### src/hw/rtl/cfa_pkg.sv
// shared constants, codes and controller/datapath interface types for the fit allocator
`default_nettype none

package cfa_pkg;

    // default sizing of the segment table
    localparam int MAX_SEGMENTS_DEF = 32;
    localparam int SIZE_BITS_DEF    = 24;

    // fixed field widths
    localparam int REQ_W       = 24;
    localparam int CFG_DATA_W  = 24;
    localparam int CFG_INDEX_W = 2;
    localparam int POLICY_W    = 2;
    localparam int OWNER_W     = 16;
    localparam int STATUS_W    = 2;
    localparam int SEG_IDX_W   = 5;

    // register indexes
    localparam logic [CFG_INDEX_W-1:0] CFG_TOTAL_SIZE = 2'd0;
    localparam logic [CFG_INDEX_W-1:0] CFG_FIT_POLICY = 2'd1;

    localparam logic [CFG_DATA_W-1:0] TOTAL_SIZE_RESET = 24'd1048576;

    // placement policies, anything else is first fit
    localparam logic [POLICY_W-1:0] POL_BEST  = 2'd1;
    localparam logic [POLICY_W-1:0] POL_WORST = 2'd2;

    // result status codes
    localparam logic [STATUS_W-1:0] ST_ALLOCATED  = 2'd0;
    localparam logic [STATUS_W-1:0] ST_NO_FIT     = 2'd1;
    localparam logic [STATUS_W-1:0] ST_TABLE_FULL = 2'd2;

    // owner ids run from one to all ones, zero means no owner
    localparam logic [OWNER_W-1:0] OWNER_FIRST = 16'd1;
    localparam logic [OWNER_W-1:0] OWNER_LAST  = 16'hFFFF;

    // datapath operations issued by the controller
    typedef enum logic [3:0] {
        OP_NOP,
        OP_CLEAR,
        OP_LOAD_REQ,
        OP_SCAN_RD,
        OP_SHIFT_PRIME,
        OP_SHIFT_STEP,
        OP_WRITE_REM,
        OP_WRITE_ALLOC,
        OP_REPORT_FAIL
    } dp_op_t;

    typedef struct packed {
        dp_op_t                op;
        logic [STATUS_W-1:0]   fail_status;
    } ctl_cmd_t;

    typedef struct packed {
        logic clear_pending;
        logic scan_last;
        logic found;
        logic exact;
        logic full;
        logic need_shift;
        logic shift_last;
        logic out_free;
    } dp_stat_t;

endpackage

`default_nettype wire

### src/hw/rtl/contiguous_fit_allocator.sv
// top level of the contiguous fit allocator
`default_nettype none

// Contiguous fit allocator. Keeps an ordered table of up to MAX_SEGMENTS
// segments that tile the managed memory, and answers each allocation request
// with one result: allocated (owner id and table position), no_fit or
// table_full. One request is in flight at a time; the block takes a new
// request as soon as the previous one has left the table logic, even while
// its result still waits in the output register. A result that is ready
// while the previous one still waits for out_ready holds the block until
// the output register frees up. The time a request takes is set by the
// single read port of the segment table: the fit scan reads one entry per
// cycle, and splitting the chosen segment moves the entries above it up by
// one, one per cycle, to make room for the remainder. After reset, and
// after every write of total_size, the block rewrites table entry 0
// before it takes a request; configuration writes are always taken at once.

module contiguous_fit_allocator #(
    parameter int MAX_SEGMENTS = cfa_pkg::MAX_SEGMENTS_DEF,
    parameter int SIZE_BITS    = cfa_pkg::SIZE_BITS_DEF
) (
    input  wire logic                             clk,
    input  wire logic                             rst_n,
    // configuration write channel
    input  wire logic                             cfg_valid,
    output logic                                  cfg_ready,
    input  wire logic [cfa_pkg::CFG_INDEX_W-1:0]  cfg_index,
    input  wire logic [cfa_pkg::CFG_DATA_W-1:0]   cfg_data,
    // request channel
    input  wire logic                             in_valid,
    output logic                                  in_ready,
    input  wire logic [cfa_pkg::REQ_W-1:0]        request_size,
    // result channel
    output logic                                  out_valid,
    input  wire logic                             out_ready,
    output logic [cfa_pkg::STATUS_W-1:0]          status,
    output logic [cfa_pkg::OWNER_W-1:0]           owner_id,
    output logic [cfa_pkg::SEG_IDX_W-1:0]         segment_index
);

    cfa_pkg::ctl_cmd_t cmd;
    cfa_pkg::dp_stat_t stat;
    logic              cfg_we;

    // registers live in flops, a write never has to wait
    assign cfg_ready = 1'b1;
    assign cfg_we    = cfg_valid && cfg_ready;

    // sequencer: clear, scan, decide, shift, write back
    cfa_ctrl u_ctrl (
        .clk      (clk),
        .rst_n    (rst_n),
        .in_valid (in_valid),
        .in_ready (in_ready),
        .stat     (stat),
        .cmd      (cmd)
    );

    // segment table, candidate tracking and result register
    cfa_datapath #(
        .MAX_SEGMENTS (MAX_SEGMENTS),
        .SIZE_BITS    (SIZE_BITS)
    ) u_datapath (
        .clk           (clk),
        .rst_n         (rst_n),
        .cfg_we        (cfg_we),
        .cfg_index     (cfg_index),
        .cfg_data      (cfg_data),
        .request_size  (request_size),
        .out_ready     (out_ready),
        .cmd           (cmd),
        .stat          (stat),
        .out_valid     (out_valid),
        .status        (status),
        .owner_id      (owner_id),
        .segment_index (segment_index)
    );

endmodule

`default_nettype wire

### src/hw/rtl/cfa_ctrl.sv
// sequencing state machine of the fit allocator
`default_nettype none

module cfa_ctrl (
    input  wire logic             clk,
    input  wire logic             rst_n,
    input  wire logic             in_valid,
    output logic                  in_ready,
    input  wire cfa_pkg::dp_stat_t stat,
    output cfa_pkg::ctl_cmd_t     cmd
);

    typedef enum logic [2:0] {
        S_IDLE,
        S_SCAN,
        S_SCAN_END,
        S_DECIDE,
        S_SHIFT,
        S_WRITE_REM,
        S_WRITE_ALLOC
    } state_t;

    state_t state_reg;
    state_t state_next;

    assign in_ready = (state_reg == S_IDLE) && !stat.clear_pending;

    always_comb
    begin
        state_next      = state_reg;
        cmd.op          = cfa_pkg::OP_NOP;
        cmd.fail_status = cfa_pkg::ST_NO_FIT;
        unique case (state_reg)
            S_IDLE:
            begin
                if (stat.clear_pending)
                begin
                    cmd.op = cfa_pkg::OP_CLEAR;
                end
                else if (in_valid)
                begin
                    cmd.op     = cfa_pkg::OP_LOAD_REQ;
                    state_next = S_SCAN;
                end
            end
            S_SCAN:
            begin
                cmd.op = cfa_pkg::OP_SCAN_RD;
                if (stat.scan_last)
                begin
                    state_next = S_SCAN_END;
                end
            end
            S_SCAN_END:
            begin
                state_next = S_DECIDE;
            end
            S_DECIDE:
            begin
                priority if (!stat.found)
                begin
                    if (stat.out_free)
                    begin
                        cmd.op          = cfa_pkg::OP_REPORT_FAIL;
                        cmd.fail_status = cfa_pkg::ST_NO_FIT;
                        state_next      = S_IDLE;
                    end
                end
                else if (stat.exact)
                begin
                    state_next = S_WRITE_ALLOC;
                end
                else if (stat.full)
                begin
                    if (stat.out_free)
                    begin
                        cmd.op          = cfa_pkg::OP_REPORT_FAIL;
                        cmd.fail_status = cfa_pkg::ST_TABLE_FULL;
                        state_next      = S_IDLE;
                    end
                end
                else if (stat.need_shift)
                begin
                    cmd.op     = cfa_pkg::OP_SHIFT_PRIME;
                    state_next = S_SHIFT;
                end
                else
                begin
                    state_next = S_WRITE_REM;
                end
            end
            S_SHIFT:
            begin
                cmd.op = cfa_pkg::OP_SHIFT_STEP;
                if (stat.shift_last)
                begin
                    state_next = S_WRITE_REM;
                end
            end
            S_WRITE_REM:
            begin
                cmd.op     = cfa_pkg::OP_WRITE_REM;
                state_next = S_WRITE_ALLOC;
            end
            S_WRITE_ALLOC:
            begin
                if (stat.out_free)
                begin
                    cmd.op     = cfa_pkg::OP_WRITE_ALLOC;
                    state_next = S_IDLE;
                end
            end
            default:
            begin
                state_next = S_IDLE;
            end
        endcase
    end

    always_ff @(posedge clk or negedge rst_n)
    begin
        if (!rst_n)
        begin
            state_reg <= S_IDLE;
        end
        else
        begin
            state_reg <= state_next;
        end
    end

endmodule

`default_nettype wire

### src/hw/rtl/cfa_datapath.sv
// segment table memory, fit scan, shift and result registers of the fit allocator
`default_nettype none

module cfa_datapath #(
    parameter int MAX_SEGMENTS = cfa_pkg::MAX_SEGMENTS_DEF,
    parameter int SIZE_BITS    = cfa_pkg::SIZE_BITS_DEF
) (
    input  wire logic                             clk,
    input  wire logic                             rst_n,
    input  wire logic                             cfg_we,
    input  wire logic [cfa_pkg::CFG_INDEX_W-1:0]  cfg_index,
    input  wire logic [cfa_pkg::CFG_DATA_W-1:0]   cfg_data,
    input  wire logic [cfa_pkg::REQ_W-1:0]        request_size,
    input  wire logic                             out_ready,
    input  wire cfa_pkg::ctl_cmd_t                cmd,
    output cfa_pkg::dp_stat_t                     stat,
    output logic                                  out_valid,
    output logic [cfa_pkg::STATUS_W-1:0]          status,
    output logic [cfa_pkg::OWNER_W-1:0]           owner_id,
    output logic [cfa_pkg::SEG_IDX_W-1:0]         segment_index
);

    localparam int IDX_W = $clog2(MAX_SEGMENTS);
    localparam int CNT_W = $clog2(MAX_SEGMENTS + 1);

    // segment table
    logic [SIZE_BITS-1:0]        mem_size  [MAX_SEGMENTS];
    logic                        mem_free  [MAX_SEGMENTS];
    logic [cfa_pkg::OWNER_W-1:0] mem_owner [MAX_SEGMENTS];

    // control registers
    logic [cfa_pkg::CFG_DATA_W-1:0] total_size_reg, total_size_next;
    logic [cfa_pkg::POLICY_W-1:0]   fit_policy_reg, fit_policy_next;
    logic                           clear_pending_reg, clear_pending_next;
    logic [CNT_W-1:0]               count_reg, count_next;
    logic [cfa_pkg::OWNER_W-1:0]    next_owner_reg, next_owner_next;
    logic                           found_reg, found_next;
    logic                           rd_valid_reg, rd_valid_next;
    logic                           out_valid_reg, out_valid_next;

    // payload registers
    logic [IDX_W-1:0]               idx_reg, idx_next;
    logic [IDX_W-1:0]               dst_reg, dst_next;
    logic [SIZE_BITS-1:0]           req_reg, req_next;
    logic [IDX_W-1:0]               pick_reg, pick_next;
    logic [SIZE_BITS-1:0]           key_reg, key_next;
    logic [SIZE_BITS-1:0]           pick_size_reg, pick_size_next;
    logic [IDX_W-1:0]               ev_idx_reg, ev_idx_next;
    logic [SIZE_BITS-1:0]           rd_size_reg;
    logic                           rd_free_reg;
    logic [cfa_pkg::OWNER_W-1:0]    rd_owner_reg;
    logic [cfa_pkg::STATUS_W-1:0]   status_reg, status_next;
    logic [cfa_pkg::OWNER_W-1:0]    owner_id_reg, owner_id_next;
    logic [cfa_pkg::SEG_IDX_W-1:0]  seg_idx_reg, seg_idx_next;

    // memory port controls
    logic [IDX_W-1:0]               rd_addr;
    logic                           we;
    logic [IDX_W-1:0]               wr_addr;
    logic [SIZE_BITS-1:0]           wr_size;
    logic                           wr_free;
    logic [cfa_pkg::OWNER_W-1:0]    wr_owner;

    // scan evaluation
    logic                           fits;
    logic [SIZE_BITS-1:0]           leftover;
    logic                           better;
    logic                           out_free;

    assign out_free = !out_valid_reg || out_ready;
    assign fits     = rd_free_reg && (rd_size_reg >= req_reg);
    assign leftover = rd_size_reg - req_reg;

    always_comb
    begin
        priority if (!found_reg)
        begin
            better = 1'b1;
        end
        else if (fit_policy_reg == cfa_pkg::POL_BEST)
        begin
            better = leftover < key_reg;
        end
        else if (fit_policy_reg == cfa_pkg::POL_WORST)
        begin
            better = rd_size_reg > key_reg;
        end
        else
        begin
            better = 1'b0;
        end
    end

    always_comb
    begin
        stat.clear_pending = clear_pending_reg;
        stat.scan_last     = (CNT_W'(idx_reg) + CNT_W'(1)) == count_reg;
        stat.found         = found_reg;
        stat.exact         = pick_size_reg == req_reg;
        stat.full          = count_reg == CNT_W'(MAX_SEGMENTS);
        stat.need_shift    = count_reg != (CNT_W'(pick_reg) + CNT_W'(1));
        stat.shift_last    = (CNT_W'(dst_reg)) == (CNT_W'(pick_reg) + CNT_W'(2));
        stat.out_free      = out_free;
    end

    always_comb
    begin
        total_size_next    = total_size_reg;
        fit_policy_next    = fit_policy_reg;
        clear_pending_next = clear_pending_reg;
        count_next         = count_reg;
        next_owner_next    = next_owner_reg;
        found_next         = found_reg;
        rd_valid_next      = 1'b0;
        out_valid_next     = out_valid_reg && !out_ready;
        idx_next           = idx_reg;
        dst_next           = dst_reg;
        req_next           = req_reg;
        pick_next          = pick_reg;
        key_next           = key_reg;
        pick_size_next     = pick_size_reg;
        ev_idx_next        = ev_idx_reg;
        status_next        = status_reg;
        owner_id_next      = owner_id_reg;
        seg_idx_next       = seg_idx_reg;
        rd_addr            = idx_reg;
        we                 = 1'b0;
        wr_addr            = pick_reg;
        wr_size            = req_reg;
        wr_free            = 1'b0;
        wr_owner           = next_owner_reg;

        unique case (cmd.op)
            cfa_pkg::OP_NOP:
            begin
            end
            cfa_pkg::OP_CLEAR:
            begin
                we                 = 1'b1;
                wr_addr            = '0;
                wr_size            = SIZE_BITS'(total_size_reg);
                wr_free            = 1'b1;
                wr_owner           = '0;
                count_next         = CNT_W'(1);
                next_owner_next    = cfa_pkg::OWNER_FIRST;
                clear_pending_next = 1'b0;
            end
            cfa_pkg::OP_LOAD_REQ:
            begin
                req_next   = SIZE_BITS'(request_size);
                found_next = 1'b0;
                idx_next   = '0;
            end
            cfa_pkg::OP_SCAN_RD:
            begin
                rd_addr       = idx_reg;
                rd_valid_next = 1'b1;
                ev_idx_next   = idx_reg;
                idx_next      = idx_reg + IDX_W'(1);
            end
            cfa_pkg::OP_SHIFT_PRIME:
            begin
                rd_addr  = IDX_W'(count_reg - CNT_W'(1));
                dst_next = IDX_W'(count_reg);
            end
            cfa_pkg::OP_SHIFT_STEP:
            begin
                // move one entry up while fetching the one below it
                we       = 1'b1;
                wr_addr  = dst_reg;
                wr_size  = rd_size_reg;
                wr_free  = rd_free_reg;
                wr_owner = rd_owner_reg;
                rd_addr  = dst_reg - IDX_W'(2);
                dst_next = dst_reg - IDX_W'(1);
            end
            cfa_pkg::OP_WRITE_REM:
            begin
                we         = 1'b1;
                wr_addr    = pick_reg + IDX_W'(1);
                wr_size    = pick_size_reg - req_reg;
                wr_free    = 1'b1;
                wr_owner   = '0;
                count_next = count_reg + CNT_W'(1);
            end
            cfa_pkg::OP_WRITE_ALLOC:
            begin
                we             = 1'b1;
                wr_addr        = pick_reg;
                wr_size        = req_reg;
                wr_free        = 1'b0;
                wr_owner       = next_owner_reg;
                out_valid_next = 1'b1;
                status_next    = cfa_pkg::ST_ALLOCATED;
                owner_id_next  = next_owner_reg;
                seg_idx_next   = cfa_pkg::SEG_IDX_W'(pick_reg);
                if (next_owner_reg == cfa_pkg::OWNER_LAST)
                begin
                    next_owner_next = cfa_pkg::OWNER_FIRST;
                end
                else
                begin
                    next_owner_next = next_owner_reg + cfa_pkg::OWNER_FIRST;
                end
            end
            cfa_pkg::OP_REPORT_FAIL:
            begin
                out_valid_next = 1'b1;
                status_next    = cmd.fail_status;
                owner_id_next  = '0;
                seg_idx_next   = '0;
            end
            default:
            begin
            end
        endcase

        // candidate compare on the entry read in the previous cycle
        if (rd_valid_reg && fits && better)
        begin
            found_next     = 1'b1;
            pick_next      = ev_idx_reg;
            pick_size_next = rd_size_reg;
            key_next       = (fit_policy_reg == cfa_pkg::POL_BEST) ? leftover : rd_size_reg;
        end

        if (cfg_we && (cfg_index == cfa_pkg::CFG_TOTAL_SIZE))
        begin
            total_size_next    = cfg_data;
            clear_pending_next = 1'b1;
        end
        if (cfg_we && (cfg_index == cfa_pkg::CFG_FIT_POLICY))
        begin
            fit_policy_next = cfa_pkg::POLICY_W'(cfg_data);
        end
    end

    always_ff @(posedge clk)
    begin
        if (we)
        begin
            mem_size[wr_addr]  <= wr_size;
            mem_free[wr_addr]  <= wr_free;
            mem_owner[wr_addr] <= wr_owner;
        end
        rd_size_reg  <= mem_size[rd_addr];
        rd_free_reg  <= mem_free[rd_addr];
        rd_owner_reg <= mem_owner[rd_addr];
    end

    always_ff @(posedge clk or negedge rst_n)
    begin
        if (!rst_n)
        begin
            total_size_reg    <= cfa_pkg::TOTAL_SIZE_RESET;
            fit_policy_reg    <= '0;
            clear_pending_reg <= 1'b1;
            count_reg         <= CNT_W'(1);
            next_owner_reg    <= cfa_pkg::OWNER_FIRST;
            found_reg         <= 1'b0;
            rd_valid_reg      <= 1'b0;
            out_valid_reg     <= 1'b0;
        end
        else
        begin
            total_size_reg    <= total_size_next;
            fit_policy_reg    <= fit_policy_next;
            clear_pending_reg <= clear_pending_next;
            count_reg         <= count_next;
            next_owner_reg    <= next_owner_next;
            found_reg         <= found_next;
            rd_valid_reg      <= rd_valid_next;
            out_valid_reg     <= out_valid_next;
        end
    end

    always_ff @(posedge clk)
    begin
        idx_reg       <= idx_next;
        dst_reg       <= dst_next;
        req_reg       <= req_next;
        pick_reg      <= pick_next;
        key_reg       <= key_next;
        pick_size_reg <= pick_size_next;
        ev_idx_reg    <= ev_idx_next;
        status_reg    <= status_next;
        owner_id_reg  <= owner_id_next;
        seg_idx_reg   <= seg_idx_next;
    end

    assign out_valid     = out_valid_reg;
    assign status        = status_reg;
    assign owner_id      = owner_id_reg;
    assign segment_index = seg_idx_reg;

endmodule

`default_nettype wire

### config.mk
export PLATFORM = sky130hd
export DESIGN_NAME = contiguous_fit_allocator
export DESIGN_NICKNAME = d
export VERILOG_FILES = /design/src/hw/rtl/cfa_pkg.sv /design/src/hw/rtl/contiguous_fit_allocator.sv /design/src/hw/rtl/cfa_ctrl.sv /design/src/hw/rtl/cfa_datapath.sv
export SDC_FILE = /design/constraint.sdc
export NUM_CORES = 2
export LEC_CHECK = 0
export BUFFER_PORTS_ARGS = -buffer_cell sky130_fd_sc_hd__buf_2
export CORE_MARGIN = 2
export CORE_UTILIZATION = 45
export DETAILED_ROUTE_END_ITERATION = 8
export RECOVER_POWER = 25
export SYNTH_ARGS = -nofsm -noshare
export SYNTH_HDL_FRONTEND = slang
export SYNTH_HIERARCHICAL = 1
export SYNTH_SLANG_ARGS = --single-unit
### constraint.sdc
create_clock -name clk -period 12.4 [get_ports clk]
set_input_delay 0.62 -clock clk [delete_from_list [all_inputs] [get_ports clk]]
set_output_delay 0.62 -clock clk [all_outputs]
set_load 0.02 [all_outputs]
### Word-level counts from Yosys, hierarchy flattened

Memory sizes are Yosys's and may differ from the RTL's. A register that Yosys moved wholly into a read port is not among the register bits.
Cells that the tools add are included.
Widths: inputs -> output; s select.

| storage, ports and cells | value |
|---|---|
| register bits | 170 |
| bits in writable memories | 800 |
| bits of input ports | 55 |
| output and inout bits | 26 |
| word-level logic and storage cells | 134 |
| memories kept | 2 |

Memories:

| memory | words | bits a word | read ports | clocked after memory_dff | write ports | RTL line | source |
|---|---|---|---|---|---|---|---|
| u_datapath.mem_size | 32 | 24 | 1 | 1 | 1 | cfa_datapath.sv:27 | `logic [SIZE_BITS-1:0] mem_size [MAX_SEGMENTS];` |
| u_datapath.mem_free | 32 | 1 | 1 | 1 | 1 | cfa_datapath.sv:28 | `logic mem_free [MAX_SEGMENTS];` |

| operators by class | value |
|---|---|
| add/sub/neg operators | 12 |
| order comparisons | 3 |
| equality and inequality tests | 27 |
| muxes and demuxes | 47 |
| reduce and logical (&&, ||, !) cells | 24 |

Operators with widths:

| cell | number |
|---|---|
| $pmux 24 s3 | 1 |
| $pmux 16 s2 | 2 |
| $sub 24x24->24 | 2 |
| $pmux 5 s2 | 4 |
| $mux 3 | 10 |
| $eq 24x24->1 | 1 |
| $ge 24x24->1 | 1 |
| $gt 24x24->1 | 1 |
| $lt 24x24->1 | 1 |
| $mux 24 | 1 |
| $mux 6 | 4 |
| $pmux 4 s6 | 1 |
| $pmux 3 s7 | 1 |
| $add 16x1->16 const B | 1 |
| $eq 16x16->1 const B | 1 |
| $eq 4x3->1 const B | 4 |
| $mux 16 | 1 |
| $pmux 5 s3 | 1 |
| $reduce_bool 2->1 | 7 |
| $mux 1 | 13 |
| $add 5x1->6 const B | 2 |
| $pmux 6 s2 | 1 |
| $add 5x1->5 const B | 2 |
| $sub 5x1->5 const B | 2 |
| 28 further kinds | 48 |

### Logic depth before layout (Yosys ltp)

| depth | value |
|---|---|
| depth after elaboration | 12 |
| mapped depth | 24 |
| depth with buffers taken out | 20 |

### Cells and area by module

Netlist, hierarchy kept.

Modules (own cells, without submodules):

| module | instances | cells an instance | area each (um^2) | seq. area each (um^2) |
|---|---|---|---|---|
| cfa_datapath | 1 | 3,078 | 44,016.0 | 29,283.1 |
| cfa_ctrl | 1 | 49 | 345.3 | 75.1 |
| contiguous_fit_allocator | 1 | 2 | 11.3 | 0.0 |

### Least setup slack after synthesis

OpenSTA, ideal clock, no wires.

| path | value |
|---|---|
| path kind | flip-flop to flip-flop |
| start | register u_datapath.rd_size_reg[0], read port of u_datapath.mem_size |
| end | register u_datapath.key_reg[0] (enable) |
| setup time | 545 ps |
| arrival | 7,651 ps |
| required time | 11,855 ps |
| path slack | 4,204 ps |
| cell stages (with the launch flop) | 20 |
| buffers on the path | 0 |
| period minus slack after synthesis | 8,196 ps |
| cell sequence | dfxtp_1 > inv_1 > ha_1 > inv_1 > fa_1 > a21oi_1 > o22ai_1 > o41ai_2 > o21bai_1 > a21oi_1 > o221a_2 > o21ai_0 > xnor2_1 > ha_1 > a21o_1 > a21o_1 > a2111oi_0 > nand2b_1 > a21o_1 > a211oi_1 |

| between the ends | value |
|---|---|
| longest elaborated chain between the ends | 5 |
| elaborated cells on any way between the ends | 10 |
| classes of those cells | add/sub (1); order compare (3); mux (3); reduce/logical (3) |

Ends and longest elaborated chain:

| item | RTL line | source |
|---|---|---|
| start: declaration | cfa_datapath.sv:49 | `logic [SIZE_BITS-1:0] rd_size_reg;` |
| $sub 24x24->24 / $gt 24x24->1 (equally long branches) | cfa_datapath.sv:72, cfa_datapath.sv:86 |  |
| $lt 24x24->1 / $mux 1 (equally long branches) | cfa_datapath.sv:82, cfa_datapath.sv:84 |  |
| $mux 1 | cfa_datapath.sv:80 | `else if (fit_policy_reg == cfa_pkg::POL_BEST)` |
| $mux 1 | cfa_datapath.sv:76 | `priority if (!found_reg)` |
| $logic_and 1x1->1 (*) | cfa_datapath.sv:219 | `if (rd_valid_reg && fits && better)` |
| end signal: assignment | cfa_datapath.sv:283 | `key_reg <= key_next;` |
| end: declaration | cfa_datapath.sv:46 | `logic [SIZE_BITS-1:0] key_reg, key_next;` |

Mark *: on every way between the ends. The rest lies on a longest branch, timed or not.
A chain may end at the register's enable or synchronous reset.

==> impl_metrics.toml <==
[sta]
relSlewSlack_pct = -123
worst_pin_slew_ns = 3.34
max_freq_mhz = 118
skew_ns = 0.0372
holdWs_ns = 0.0930
fin_crit_sh_pct = 68.1
finalCriticalPeriod_ns = 8.45
rsz0062_at_grt = "no"
finalSetupViolations = 0
tns_ns = 0
finalHoldViolCount = 0
slew_violations = 313

[status]
violations = "max-capacitance violations, max-slew violations"
status = "finished with violations"

[critical_path]
cp-start-kind = "flop"
endpoint_kind = "flop"
arrival_ns = 8.93
crit_chain = "inv_1 > ha_1 > nand2_1 > nor2_1 > and3_1 > nand4_1 > and3b_1 > o21ai_0 > and3_1 > nor3b_1 > mux2i_4 > buf_4 > buf_12 > mux2i_1 > a211o_1 > and3_1 > o31ai_1"
slowest_delay_ns = 1.89
slowest_stage = "nor3b_1"
cp.required_ns = 12.88
critical-path-top-delay-family = "simple AND/OR/NAND/NOR gates"
cp_max_fo = 193
crit_type = "reg -> reg"
critPathMostFrequentCell = "and3_1"
cp_num_buf_inv = 3

[floorplanning]
io_pins = 81
initial_core_util_pct = 45.3
die_w_um = 318
die-area_mm2 = 0.101
core_mm2 = 0.0980
die_h_um = 318
rows = 115

[final_layout]
fin_util_pct = 50.8
largest_reg_flops = 768
final_cells = 4573
area_growth_pct = 12.3
reg_top3 = "u_datapath/mem_size (768), u_datapath/mem_free (32)"
top_register = "u_datapath/mem_size"
fillers = 8173
layout-drive-gt1-share_pct = 13.3
final_nets = 3352

[synth]
synth_area_per_cell_um2 = 14.2
synth_edf_count = 915
synth_seq_cells = 995
yosys_warnings = 6
ys_async_sr_fraction_pct = 5.53
synth_nets = 3289
ys_types = 76
syn-instance-count = 3129
yosysSeqAreaShare_pct = 66.2
synth-main-ff-cell = "edfxtp_1"
synth_area_mm2 = 0.0444

[clock_tree]
cts_tree = "built"
max-clock-path-buffers = 3
cts_hold_buf = 0
cts-root-buf = "clkbuf_16"
htree_levels = 3
cts_resized = 0
numCtsBuffers = 105
cts_setup_buffers = 0
clk_pin_slew_ns = 0.06
cts_sinks = 995
clock_latency_ns = 0.71

[pwr]
power.total_w = 0.0148
irDropWorstVdd_mv = 0.236
p_leak_nw = 17.5
power_density_mw_per_mm2 = 297

[detailed_routing]
vias_per_cell = 5.93
ant_nets = 0
num_vias = 27125
drt_pass1_iterations = 8
first_iter_violations = 2614
drc_errors = 0
detail_route.wl_per_cell_um = 25.0
routed_wl_mm = 114

[hold_path]
holdCritPathClass = "in -> reg"

[global_route]
grt.overflow.total = 0
antenna_found_initial = 1
grtUsageTotal_pct = 22.4
grt_pass1_vias = 26804
grt_pass1_wl_mm = 170
grt_max_degree = 207

[place]
gp_routability_congestion = 0.883
hpwlAfterDp_mm = 66.8
port_buffers = 79
dp.cells = 4372

[flow_run]
maxCapViolations = 11
[logic make-up after synthesis]
kind of cell             after synthesis  synth area share [%]
AO/OA/AOI/OAI                        751                  12.0
buffers and inverters                274                  3.02
other                                  1               0.00845
AND/OR/NAND/NOR                      631                  7.39
multiplexers                         303                  7.11
XOR/XNOR                              69                  1.36
flip-flops                           995                  66.2
adder cells (fa/ha/maj)              105                  2.99
[worst paths after layout]
check,from,endpoint,slack (ns),cells after the start
min in group asynchronous,rst_n,u_datapath/next_owner_reg[9],1.15,2
min reg2reg,u_datapath/ev_idx_reg[0],u_datapath/pick_reg[0],0.42,0
max reg2reg,u_datapath/req_reg[14],u_datapath/rd_size_reg[4],3.95,17
min,request_size[0],u_datapath/req_reg[0],0.09,1
max,u_datapath/req_reg[14],u_datapath/rd_size_reg[4],3.95,17
max in group asynchronous,rst_n,u_datapath/total_size_reg[4],9.33,2
[cell type report]
class                      instances  area (um2)  share of cell area [%]
antenna                            1        2.50                 0.00502
clock buffer                     131        2900                    5.82
clock inverter                    69         731                    1.47
inverter                          78         293                   0.588
multi-input combinational       1860       14000                    28.2
sequential                       995       29400                    58.9
tap                             1287        1610                    3.23
timing repair buffer             152         880                    1.77
[worst reg2reg max path, stage by stage (launching register included)]
cell      delay, ns
edfxtp_1       0.37
inv_1          0.09
ha_1           0.43
nand2_1        0.11
nor2_1         0.20
and3_1         0.23
nand4_1        0.13
and3b_1        0.34
o21ai_0        0.14
and3_1         0.31
nor3b_1        1.89
mux2i_4        0.45
buf_4          0.77
buf_12         0.79
mux2i_1        0.51
a211o_1        0.32
and3_1         0.17
o31ai_1        0.97
[cells in the mapped netlist, drive strengths merged, types with 7 or more instances]
library cell | number | area, um2
a222oi | 22 | 220
xnor2 | 38 | 333
nor3 | 13 | 65.1
and2 | 7 | 43.8
mux2i | 206 | 2060
ha | 103 | 1290
buf | 97 | 676
nand3 | 76 | 380
a2111oi | 7 | 61.3
o21a | 8 | 60.1
nand2 | 143 | 537
inv | 78 | 293
nand2b | 21 | 131
o21bai | 9 | 67.6
a211o | 74 | 648
nand4 | 22 | 138
a21oi | 130 | 651
o21ai | 91 | 455
clkbuf | 99 | 372
nor2 | 96 | 363
mux2 | 97 | 1090
and3 | 39 | 244
a211oi | 233 | 1750
a21o | 36 | 270
xor2 | 31 | 272
dfrtp | 51 | 1280
edfxtp | 915 | 27500
a31oi | 7 | 43.8
o211ai | 56 | 420
a221oi | 8 | 82.6
o31ai | 38 | 285
nor2b | 189 | 1180
dfxtp | 25 | 500
[layout by cell type, fill, tap and decap left out, types with 7 or more instances in the layout]
master	netlist	final
inv_1	77	77
clkinv_1	0	15
nand2_1	143	142
nand2b_1	21	21
clkbuf_8	0	13
o211ai_1	56	56
a2111oi_0	7	7
a211o_1	74	74
clkbuf_16	0	107
mux2_2	97	97
nand3_1	76	76
nor2b_1	189	189
nor2_1	95	62
dfrtp_1	51	51
xnor2_1	38	38
clkbuf_1	99	68
o21bai_1	9	9
a21o_1	36	36
edfxtp_1	915	915
dfxtp_1	25	25
o21a_1	8	8
and3_1	39	39
ha_1	103	103
o21ai_2	0	16
bufinv_16	0	11
buf_2	48	39
o21ai_0	87	71
o31ai_1	38	38
a222oi_1	22	22
mux2i_1	206	204
a21oi_1	130	130
nor3_1	13	12
a211oi_1	232	231
xor2_1	31	31
nor2_4	0	32
buf_4	13	52
clkinv_2	0	26
a31oi_1	7	7
nand4_1	22	22
[layer usage]
metal  global-route usage [%]  vias up  share of wire [%]
li1                         -    12294                  -
met1                     30.6    13687                 43
met2                     37.1      930                 48
met3                     3.06      212                6.4
met4                     7.19        2                2.9
met5                        0        -              0.010
[power breakdown]
group / internal (W) / total, W / switching (W)
combinational: 0.00198 / 0.00619 / 0.00421
clock: 0.00190 / 0.00324 / 0.00134
sequential: 0.00509 / 0.00538 / 0.000292
[through the flow]
stage / setup slack (ns) / cell area (um2)
finish: 3.95 / 49800
global placement: 5.52 / 46400
global route: 3.57 / 49800
CTS: 5.37 / 50000
detailed placement: 5.36 / 46400
floorplan: 4.20 / 44400
(Power assumes the default switching activity.)
